$ cat src/rtl/core/udwm_pkg.sv
package udwm_pkg;

  localparam int unsigned CpW = 21;

  typedef logic [CpW-1:0] cp_t;

  // One decoded input byte: a run of invalid units, an optional unit (valid or
  // invalid) at position pre, then a run of flushed invalid units.
  typedef struct packed {
    logic [2:0] pre;
    logic [2:0] n;
    logic       has_spec;
    logic       spec_valid;
    cp_t        spec_cp;
    logic [2:0] spec_len;
    logic [1:0] spec_width;
    logic       is_end;
  } job_t;

  localparam cp_t MaxCp      = 21'h10FFFF;
  localparam cp_t SurrLo     = 21'h00D800;
  localparam cp_t SurrHi     = 21'h00DFFF;
  localparam cp_t MinCp2     = 21'h000080;
  localparam cp_t MinCp3     = 21'h000800;
  localparam cp_t MinCp4     = 21'h010000;
  localparam cp_t CtrlEnd    = 21'h000020;
  localparam cp_t DelCp      = 21'h00007F;
  localparam cp_t C1End      = 21'h0000A0;

  localparam logic [15:0] MaxColumnsReset = 16'd80;

  localparam int unsigned NumZero = 8;
  localparam int unsigned NumWide = 14;

  localparam cp_t ZeroLo [NumZero] = '{
    21'h0300, 21'h0483, 21'h0591, 21'h0610,
    21'h064B, 21'h200B, 21'h20D0, 21'hFE00
  };
  localparam cp_t ZeroHi [NumZero] = '{
    21'h036F, 21'h0489, 21'h05BD, 21'h061A,
    21'h065F, 21'h200F, 21'h20F0, 21'hFE0F
  };
  localparam cp_t WideLo [NumWide] = '{
    21'h1100, 21'h2E80, 21'h3041, 21'h3400, 21'h4E00, 21'hA000, 21'hAC00,
    21'hF900, 21'hFE10, 21'hFE30, 21'hFF00, 21'hFFE0, 21'h1F300, 21'h20000
  };
  localparam cp_t WideHi [NumWide] = '{
    21'h115F, 21'h303E, 21'h33FF, 21'h4DBF, 21'h9FFF, 21'hA4CF, 21'hD7A3,
    21'hFAFF, 21'hFE19, 21'hFE6F, 21'hFF60, 21'hFFE6, 21'h1F9FF, 21'h3FFFD
  };

  // Terminal column width of a well-formed code point.
  function automatic logic [1:0] cp_width(cp_t cp);
    logic is_zero;
    logic is_wide;
    is_zero = (cp < CtrlEnd) || (cp >= DelCp && cp < C1End);
    is_wide = 1'b0;
    for (int i = 0; i < NumZero; i++) begin
      if (cp >= ZeroLo[i] && cp <= ZeroHi[i]) is_zero = 1'b1;
    end
    for (int i = 0; i < NumWide; i++) begin
      if (cp >= WideLo[i] && cp <= WideHi[i]) is_wide = 1'b1;
    end
    if (is_zero) return 2'd0;
    if (is_wide) return 2'd2;
    return 2'd1;
  endfunction

endpackage

$ cat src/rtl/core/utf8_display_width_meter_core.sv
// An accepted byte is held in the job register; its units leave by the output register.
// Throughput: one byte per cycle while the output is not stalled and each byte yields
// at most one unit; a byte with several units (broken, rejected or flushed sequences,
// up to four) holds input while the single result register emits one unit per cycle.
// Reset: asynchronous, active low; clears decode state, counters and valid flags and
// loads max_columns with 80.
module utf8_display_width_meter_core #(
  parameter int unsigned COUNT_BITS = 16
) (
  input  logic        clk_i,
  input  logic        rst_ni,
  input  logic        cfg_we_i,
  input  logic [15:0] cfg_wdata_i,       // max_columns
  input  logic        s_axis_tvalid,
  output logic        s_axis_tready,
  input  logic [7:0]  s_axis_tdata,      // data_byte
  input  logic        s_axis_tlast,      // string_end
  output logic        m_axis_tvalid,
  input  logic        m_axis_tready,
  // [20:0] code_point, [21] valid_res, [24:22] byte_count, [26:25] glyph_width,
  // [42:27] total_columns, [58:43] kept_bytes, [74:59] kept_columns, rest zero
  output logic [79:0] m_axis_tdata,
  output logic        m_axis_tlast,      // end_of_string
  output logic        m_axis_tuser       // last_in_run
);

  localparam int unsigned CmpW = ((COUNT_BITS > 16) ? COUNT_BITS : 16) + 1;
  localparam logic [CmpW-1:0] CntMaxC = CmpW'({COUNT_BITS{1'b1}});

  // Configuration
  logic [15:0] max_q;

  // Decode state
  logic [2:0]          exp_q, exp_d;
  logic [1:0]          pend_q, pend_d;
  udwm_pkg::cp_t       acc_q, acc_d;

  // Job register
  udwm_pkg::job_t      job_q, job_d;
  logic                job_valid_q;
  logic [1:0]          idx_q;

  // Counters
  logic [COUNT_BITS-1:0] total_q, total_d;
  logic [COUNT_BITS-1:0] pcol_q, pcol_d;
  logic [COUNT_BITS-1:0] pbyt_q, pbyt_d;
  logic                  closed_q, closed_d;

  // Output register
  logic                out_valid_q;
  udwm_pkg::cp_t       o_cp_q;
  logic                o_valid_q;
  logic [2:0]          o_len_q;
  logic [1:0]          o_w_q;
  logic [15:0]         o_total_q, o_kb_q, o_kc_q;
  logic                o_end_q, o_last_q;

  logic s_accept, out_load, emit, unit_last;

  // ---------------- Decode of the incoming byte ----------------
  logic [7:0]    b;
  logic [2:0]    got;
  udwm_pkg::cp_t acc_n;
  logic          cp_bad;
  logic          fresh;
  logic [1:0]    post;

  always_comb begin
    b      = s_axis_tdata;
    got    = {1'b0, pend_q} + 3'd1;
    acc_n  = {acc_q[udwm_pkg::CpW-7:0], b[5:0]};
    cp_bad = (exp_q == 3'd2 && acc_n < udwm_pkg::MinCp2) ||
             (exp_q == 3'd3 && acc_n < udwm_pkg::MinCp3) ||
             (exp_q == 3'd4 && acc_n < udwm_pkg::MinCp4) ||
             (acc_n >= udwm_pkg::SurrLo && acc_n <= udwm_pkg::SurrHi) ||
             (acc_n > udwm_pkg::MaxCp);
    exp_d  = exp_q;
    pend_d = pend_q;
    acc_d  = acc_q;
    fresh  = 1'b1;
    post   = 2'd0;
    job_d  = '0;
    job_d.is_end   = s_axis_tlast;
    job_d.spec_len = 3'd1;

    if (exp_q != 3'd0) begin
      if (b[7:6] == 2'b10) begin
        fresh = 1'b0;
        if (got >= exp_q) begin
          if (cp_bad) begin
            job_d.pre = got;
          end else begin
            job_d.has_spec   = 1'b1;
            job_d.spec_valid = 1'b1;
            job_d.spec_cp    = acc_n;
            job_d.spec_len   = exp_q;
          end
          exp_d  = 3'd0;
          pend_d = 2'd0;
          acc_d  = '0;
        end else begin
          pend_d = got[1:0];
          acc_d  = acc_n;
        end
      end else begin
        // A non-continuation byte breaks the sequence; the pending bytes
        // become invalid units and the byte is decoded afresh.
        job_d.pre = {1'b0, pend_q};
        exp_d  = 3'd0;
        pend_d = 2'd0;
        acc_d  = '0;
      end
    end

    if (fresh) begin
      priority if (b[7] == 1'b0) begin
        job_d.has_spec   = 1'b1;
        job_d.spec_valid = 1'b1;
        job_d.spec_cp    = {13'd0, b};
      end else if (b[7:5] == 3'b110) begin
        exp_d  = 3'd2;
        pend_d = 2'd1;
        acc_d  = {16'd0, b[4:0]};
      end else if (b[7:4] == 4'b1110) begin
        exp_d  = 3'd3;
        pend_d = 2'd1;
        acc_d  = {17'd0, b[3:0]};
      end else if (b[7:3] == 5'b11110) begin
        exp_d  = 3'd4;
        pend_d = 2'd1;
        acc_d  = {18'd0, b[2:0]};
      end else begin
        job_d.has_spec = 1'b1;
      end
    end

    // The end of the string flushes whatever is still pending.
    if (s_axis_tlast && exp_d != 3'd0) begin
      post   = pend_d;
      exp_d  = 3'd0;
      pend_d = 2'd0;
      acc_d  = '0;
    end

    job_d.n = job_d.pre + {2'd0, job_d.has_spec} + {1'b0, post};
    job_d.spec_width = job_d.spec_valid ? udwm_pkg::cp_width(job_d.spec_cp) : 2'd1;
  end

  // ---------------- Unit emission ----------------
  logic                is_spec;
  udwm_pkg::cp_t       u_cp;
  logic                u_valid;
  logic [2:0]          u_len;
  logic [1:0]          u_w;
  logic [COUNT_BITS:0] total_sum;
  logic [CmpW-1:0]     pcol_sum, pbyt_sum, max_c;
  logic                fits;
  logic [CmpW-1:0]     total_x, pcol_x, pbyt_x;

  always_comb begin
    is_spec   = job_q.has_spec && ({1'b0, idx_q} == job_q.pre);
    unit_last = ({1'b0, idx_q} == (job_q.n - 3'd1));
    u_cp      = is_spec ? job_q.spec_cp : '0;
    u_valid   = is_spec && job_q.spec_valid;
    u_len     = is_spec ? job_q.spec_len : 3'd1;
    u_w       = is_spec ? job_q.spec_width : 2'd1;

    total_sum = {1'b0, total_q} + (COUNT_BITS+1)'(u_w);
    total_d   = total_sum[COUNT_BITS] ? {COUNT_BITS{1'b1}} : total_sum[COUNT_BITS-1:0];

    pcol_sum = CmpW'(pcol_q) + CmpW'(u_w);
    pbyt_sum = CmpW'(pbyt_q) + CmpW'(u_len);
    max_c    = CmpW'(max_q);
    fits     = (pcol_sum <= max_c);

    closed_d = closed_q || (max_q == 16'd0);
    pcol_d   = pcol_q;
    pbyt_d   = pbyt_q;
    if (!closed_d) begin
      if (!fits) begin
        closed_d = 1'b1;
      end else begin
        pcol_d = (pcol_sum > CntMaxC) ? {COUNT_BITS{1'b1}} : pcol_sum[COUNT_BITS-1:0];
        pbyt_d = (pbyt_sum > CntMaxC) ? {COUNT_BITS{1'b1}} : pbyt_sum[COUNT_BITS-1:0];
      end
    end

    total_x = CmpW'(total_d);
    pcol_x  = CmpW'(pcol_d);
    pbyt_x  = CmpW'(pbyt_d);
  end

  assign out_load      = !out_valid_q || m_axis_tready;
  assign emit          = job_valid_q && out_load;
  assign s_axis_tready = !job_valid_q || (emit && unit_last);
  assign s_accept      = s_axis_tvalid && s_axis_tready;

  always_ff @(posedge clk_i or negedge rst_ni) begin
    if (!rst_ni) begin
      max_q       <= udwm_pkg::MaxColumnsReset;
      exp_q       <= '0;
      pend_q      <= '0;
      acc_q       <= '0;
      job_valid_q <= 1'b0;
      idx_q       <= '0;
      total_q     <= '0;
      pcol_q      <= '0;
      pbyt_q      <= '0;
      closed_q    <= 1'b0;
      out_valid_q <= 1'b0;
    end else begin
      if (cfg_we_i) begin
        max_q <= cfg_wdata_i;
      end
      if (s_accept) begin
        exp_q       <= exp_d;
        pend_q      <= pend_d;
        acc_q       <= acc_d;
        job_valid_q <= (job_d.n != 3'd0);
      end else if (emit && unit_last) begin
        job_valid_q <= 1'b0;
      end
      if (emit) begin
        idx_q <= unit_last ? 2'd0 : idx_q + 2'd1;
        if (unit_last && job_q.is_end) begin
          total_q  <= '0;
          pcol_q   <= '0;
          pbyt_q   <= '0;
          closed_q <= 1'b0;
        end else begin
          total_q  <= total_d;
          pcol_q   <= pcol_d;
          pbyt_q   <= pbyt_d;
          closed_q <= closed_d;
        end
      end
      if (out_load) begin
        out_valid_q <= job_valid_q;
      end
    end
  end

  always_ff @(posedge clk_i) begin
    if (s_accept) begin
      job_q <= job_d;
    end
    if (emit) begin
      o_cp_q    <= u_cp;
      o_valid_q <= u_valid;
      o_len_q   <= u_len;
      o_w_q     <= u_w;
      o_total_q <= total_x[15:0];
      o_kb_q    <= pbyt_x[15:0];
      o_kc_q    <= pcol_x[15:0];
      o_end_q   <= unit_last && job_q.is_end;
      o_last_q  <= unit_last;
    end
  end

  assign m_axis_tvalid = out_valid_q;
  assign m_axis_tdata  = {5'd0, o_kc_q, o_kb_q, o_total_q, o_w_q, o_len_q, o_valid_q, o_cp_q};
  assign m_axis_tlast  = o_end_q;
  assign m_axis_tuser  = o_last_q;

  // ---------------- Assertions ----------------
  a_job_units: assert property (@(posedge clk_i) disable iff (!rst_ni)
    job_valid_q |-> (job_q.n != 3'd0 && job_q.n <= 3'd4))
    else $error("job register holds an impossible unit count");

  a_pend_range: assert property (@(posedge clk_i) disable iff (!rst_ni)
    (exp_q != 3'd0) |-> (pend_q != 2'd0 && {1'b0, pend_q} < exp_q))
    else $error("pending byte count out of range for the open sequence");

  a_end_is_last: assert property (@(posedge clk_i) disable iff (!rst_ni)
    (m_axis_tvalid && m_axis_tlast) |-> m_axis_tuser)
    else $error("end of string not on the last unit of a byte");

  a_invalid_unit: assert property (@(posedge clk_i) disable iff (!rst_ni)
    (m_axis_tvalid && !m_axis_tdata[21]) |->
      (m_axis_tdata[20:0] == '0 && m_axis_tdata[24:22] == 3'd1 &&
       m_axis_tdata[26:25] == 2'd1))
    else $error("invalid unit with nonstandard fields");

  a_end_clears: assert property (@(posedge clk_i) disable iff (!rst_ni)
    (emit && unit_last && job_q.is_end) |=> (total_q == '0 && !closed_q))
    else $error("counters not cleared at end of string");

endmodule
$ cat config.mk
export PLATFORM = sky130hd
export DESIGN_NAME = utf8_display_width_meter_core
export DESIGN_NICKNAME = d
export VERILOG_FILES = /design/src/rtl/core/udwm_pkg.sv /design/src/rtl/core/utf8_display_width_meter_core.sv
export SDC_FILE = /design/constraint.sdc
export NUM_CORES = 1
export LEC_CHECK = 0
export ABC_AREA = 1
export BUFFER_PORTS_ARGS = -buffer_cell sky130_fd_sc_hd__clkbuf_2
export CAP_MARGIN = 20
export CELL_PAD_IN_SITES_DETAIL_PLACEMENT = 1
export CELL_PAD_IN_SITES_GLOBAL_PLACEMENT = 2
export CORE_MARGIN = 5
export CORE_UTILIZATION = 39
export DETAILED_ROUTE_END_ITERATION = 10
export GPL_ROUTABILITY_DRIVEN = 0
export PLACE_DENSITY = 0.85
export SLEW_MARGIN = 30
export SYNTH_ARGS = -nofsm -noshare
export SYNTH_HDL_FRONTEND = slang
export SYNTH_SLANG_ARGS = --single-unit
$ cat constraint.sdc
create_clock -name clk_i -period 8.63 [get_ports clk_i]
set_input_delay 0.4315 -clock clk_i [delete_from_list [all_inputs] [get_ports clk_i]]
set_output_delay 0.4315 -clock clk_i [all_outputs]
set_load 0.02 [all_outputs]
==> impl_metrics.ini <==
[detailed_routing]
ant_nets = 0
avgViaCountPerCell = 5.23
drt_iter0_markers = 549
wl_um = 37800
vias = 10591
wl_per_cell_um = 18.7
dr.pass1.iters = 5
route.detailed.drc = 0

[power]
peakVddDrop_v = 0.000170
total_power_mw = 5.15
p_leak_nw = 6.59
power_density_mw_per_mm2 = 372

[setup_path]
worstSetupEndpointType = flop
ff2ff_path_depth = 26
crit_arrival_ns = 6.18
startpoint_type = flop
path_max_fanout = 33
worstSetupPathType = flop to flop
cp_data_required_time_ns = 8.91

[floorplanning]
start_util_pct = 39.5
die_width_um = 186
die-height_um = 186
core_sq_mm = 0.0306
num_rows = 64
die-area_sq_mm = 0.0346
ios = 114

[layout]
drive_gt1_share_pct = 14.1
fin_cells = 2026
num_antenna_cells = 0
final_nets = 1674
n_fill_cell = 3777
syn_to_final_growth_pct = 14.3

[synthesis]
synth_common_cells = nand2_1 (331), inv_1 (227), nor2_1 (169)
synth_seq_area_share_pct = 46.2
yosys.area.top_type_share_pct = 27.8
yosysUniqueCellTypes = 57
synth_edf_count = 112
synthArstFlopShare_pct = 44.3
synthCells = 1510
yosys_warnings = 0
syn_area_sq_mm = 0.0121
synthMostInstantiatedCell = nand2_1
ys_ff_latch = 201
synth_area_per_cell_sq_um = 8.01
yosys.area.top_type = edfxtp_1
synthFlopType = edfxtp_1
synthTopCellsByArea = edfxtp_1 (28%), dfrtp_1 (18%), nand2_1 (10%)

[sta]
holdWs_ns = 0.108
final-max-slew-violation-count = 0
finalSetupViolCount = 0
maxSlewHeadroom_pct = 46.9
fin_crit_ns = 5.90
fin_skew_ns = 0.0192
hold_viol = 0
tns_ns = 0
fmax_mhz = 169
rsz0062_at_grt = no
final.period_utilization_pct = 68.4
tightest_slew_ns = 0.796

[clock_tree]
cts_num_sinks = 201
htree_levels = 1
tritoncts = done
cts_made_buffers = 25
cts_buffer_depth = 3
clock_latency_ns = 0.53
clkSlewWorstSetupHoldPaths_ns = 0.06
root_buffer = clkbuf_16

[placement]
io_buffers = 108
place_inst = 1979
dp_hpwl_um = 27900

[run_status]
status = complete, no violations

[hold_path]
whs_path_depth = 3
hold_class = primary input to flop

[global_route]
first_global_vias = 11264
groute.usage.overall_pct = 22.0
grt_max_degree = 63
grt_pass1_wl_um = 60700
antenna_found_initial = 0
grt_overflow_total = 0

[run]
maxCapViolations = 0
critical path, stage by stage (launching register included):
cell and delay, ns:
dfrtp_1 0.38, inv_1 0.10, nor2_1 0.05, nor2_1 0.08, nand2_1 0.06, nor2_1 0.19
clkinv_1 0.58, or2_2 0.56, ha_1 0.23, fa_1 0.43, nand4_1 0.12, nor2_1 0.08
nand3_1 0.13, nor3_1 0.10, nand3_1 0.10, nor2_1 0.06, xor2_1 0.15, ha_1 0.32
nand4_1 0.14, nor3_1 0.26, nand3b_1 0.13, nand3_1 0.10, nand2_2 0.42, nand2_1 0.20
buf_4 0.38, nand2_1 0.13, and2_1 0.16
sequential cells by signal, summed over array words and instances (netlist names), 2 cells and up:
name,count
o_total_q,16
acc_q,15
o_kb_q,16
o_len_q,3
pend_q,2
pcol_q,16
total_q,16
job_q,35
o_w_q,2
exp_q,3
o_kc_q,16
max_q,16
pbyt_q,16
idx_q,2
o_cp_q,21
cells by family (layout without fill, tap and decap cells):
family | after synthesis | in the layout | synth area share, %
and+or+nand+nor | 788 | 788 | 30.0
buffers and inverters | 292 | 408 | 9.74
DFF | 201 | 201 | 46.2
AOI/OAI and AO/OA | 156 | 156 | 7.39
xor gates and xnor gates | 38 | 38 | 2.75
adders and majority gates | 33 | 33 | 3.72
other | 1 | 5 | 0.0310
muxes | 1 | 1 | 0.0931
report_power, final:
group	switching (mW)	internal (mW)
Combinational	1.62	0.662
Sequential	0.259	1.52
Clock	0.412	0.672
cells in the final DEF (no fill, tap or decap), drive strengths merged, types with 28 or more instances in the layout:
cell type and instances:
nand2 349, inv 241, nor2 182, nand3 155
clkbuf 140, edfxtp 112, o21ai 96, dfrtp 87
nand4 37, xor2 35, ha 28
final timing paths:
| kind | start | end | slack (ns) |
|---|---|---|---|
| setup / recovery | idx_q[1]$_DFFE_PN0P_ | o_kc_q[3]$_DFFE_PP_ | 2.73 |
| hold / removal | cfg_wdata_i[4] | max_q[4]$_DFFE_PN1P_ | 0.11 |
| setup reg to reg | idx_q[1]$_DFFE_PN0P_ | o_kc_q[3]$_DFFE_PP_ | 2.73 |
| hold reg to reg | pbyt_q[8]$_DFFE_PN0P_ | pbyt_q[8]$_DFFE_PN0P_ | 0.49 |
| max in group asynchronous | rst_ni | acc_q[5]$_DFFE_PN0P_ | 7.02 |
| min in group asynchronous | rst_ni | pcol_q[15]$_DFFE_PN0P_ | 0.44 |
per-layer routing:
layer | part of all wire, % | vias to the layer above | routed length, um | track usage, %
met4 | 2.3 | 0 | 858 | 5.51
met1 | 44 | 5216 | 16700 | 28.8
met3 | 4.2 | 62 | 1610 | 3.09
li1 | - | 5127 | - | -
met2 | 49 | 186 | 18600 | 38.6
met5 | 0 | - | 0 | 0
through the flow:
stage               worst slack (ns)  area [sq um]  util [%]
floorplan                       4.53         12100         -
global placement                2.97         13000      42.4
detailed placement              2.68         13000      42.4
CTS                             2.62         13800      45.2
global route                    2.12         13800      45.2
finish                          2.73         13800      45.2
what timing repair did:
action / in CTS / in global routing
endpoints found under the hold margin: 38 / 0
hold buffers: 1 / 0
gates resized for setup: 0 / 0
buffers inserted: 0 / 0
layout make-up:
| class | count | area [sq um] | area share, % |
|---|---|---|---|
| Tap cell | 396 | 495 | 3.58 |
| Multi-Input combinational cell | 1021 | 5350 | 38.7 |
| Inverter | 246 | 927 | 6.71 |
| Clock inverter | 13 | 176 | 1.28 |
| Clock buffer | 33 | 676 | 4.89 |
| Sequential cell | 201 | 5590 | 40.5 |
| Timing Repair Buffer | 116 | 606 | 4.38 |
No activity file was read; power rests on OpenSTA's default activity.
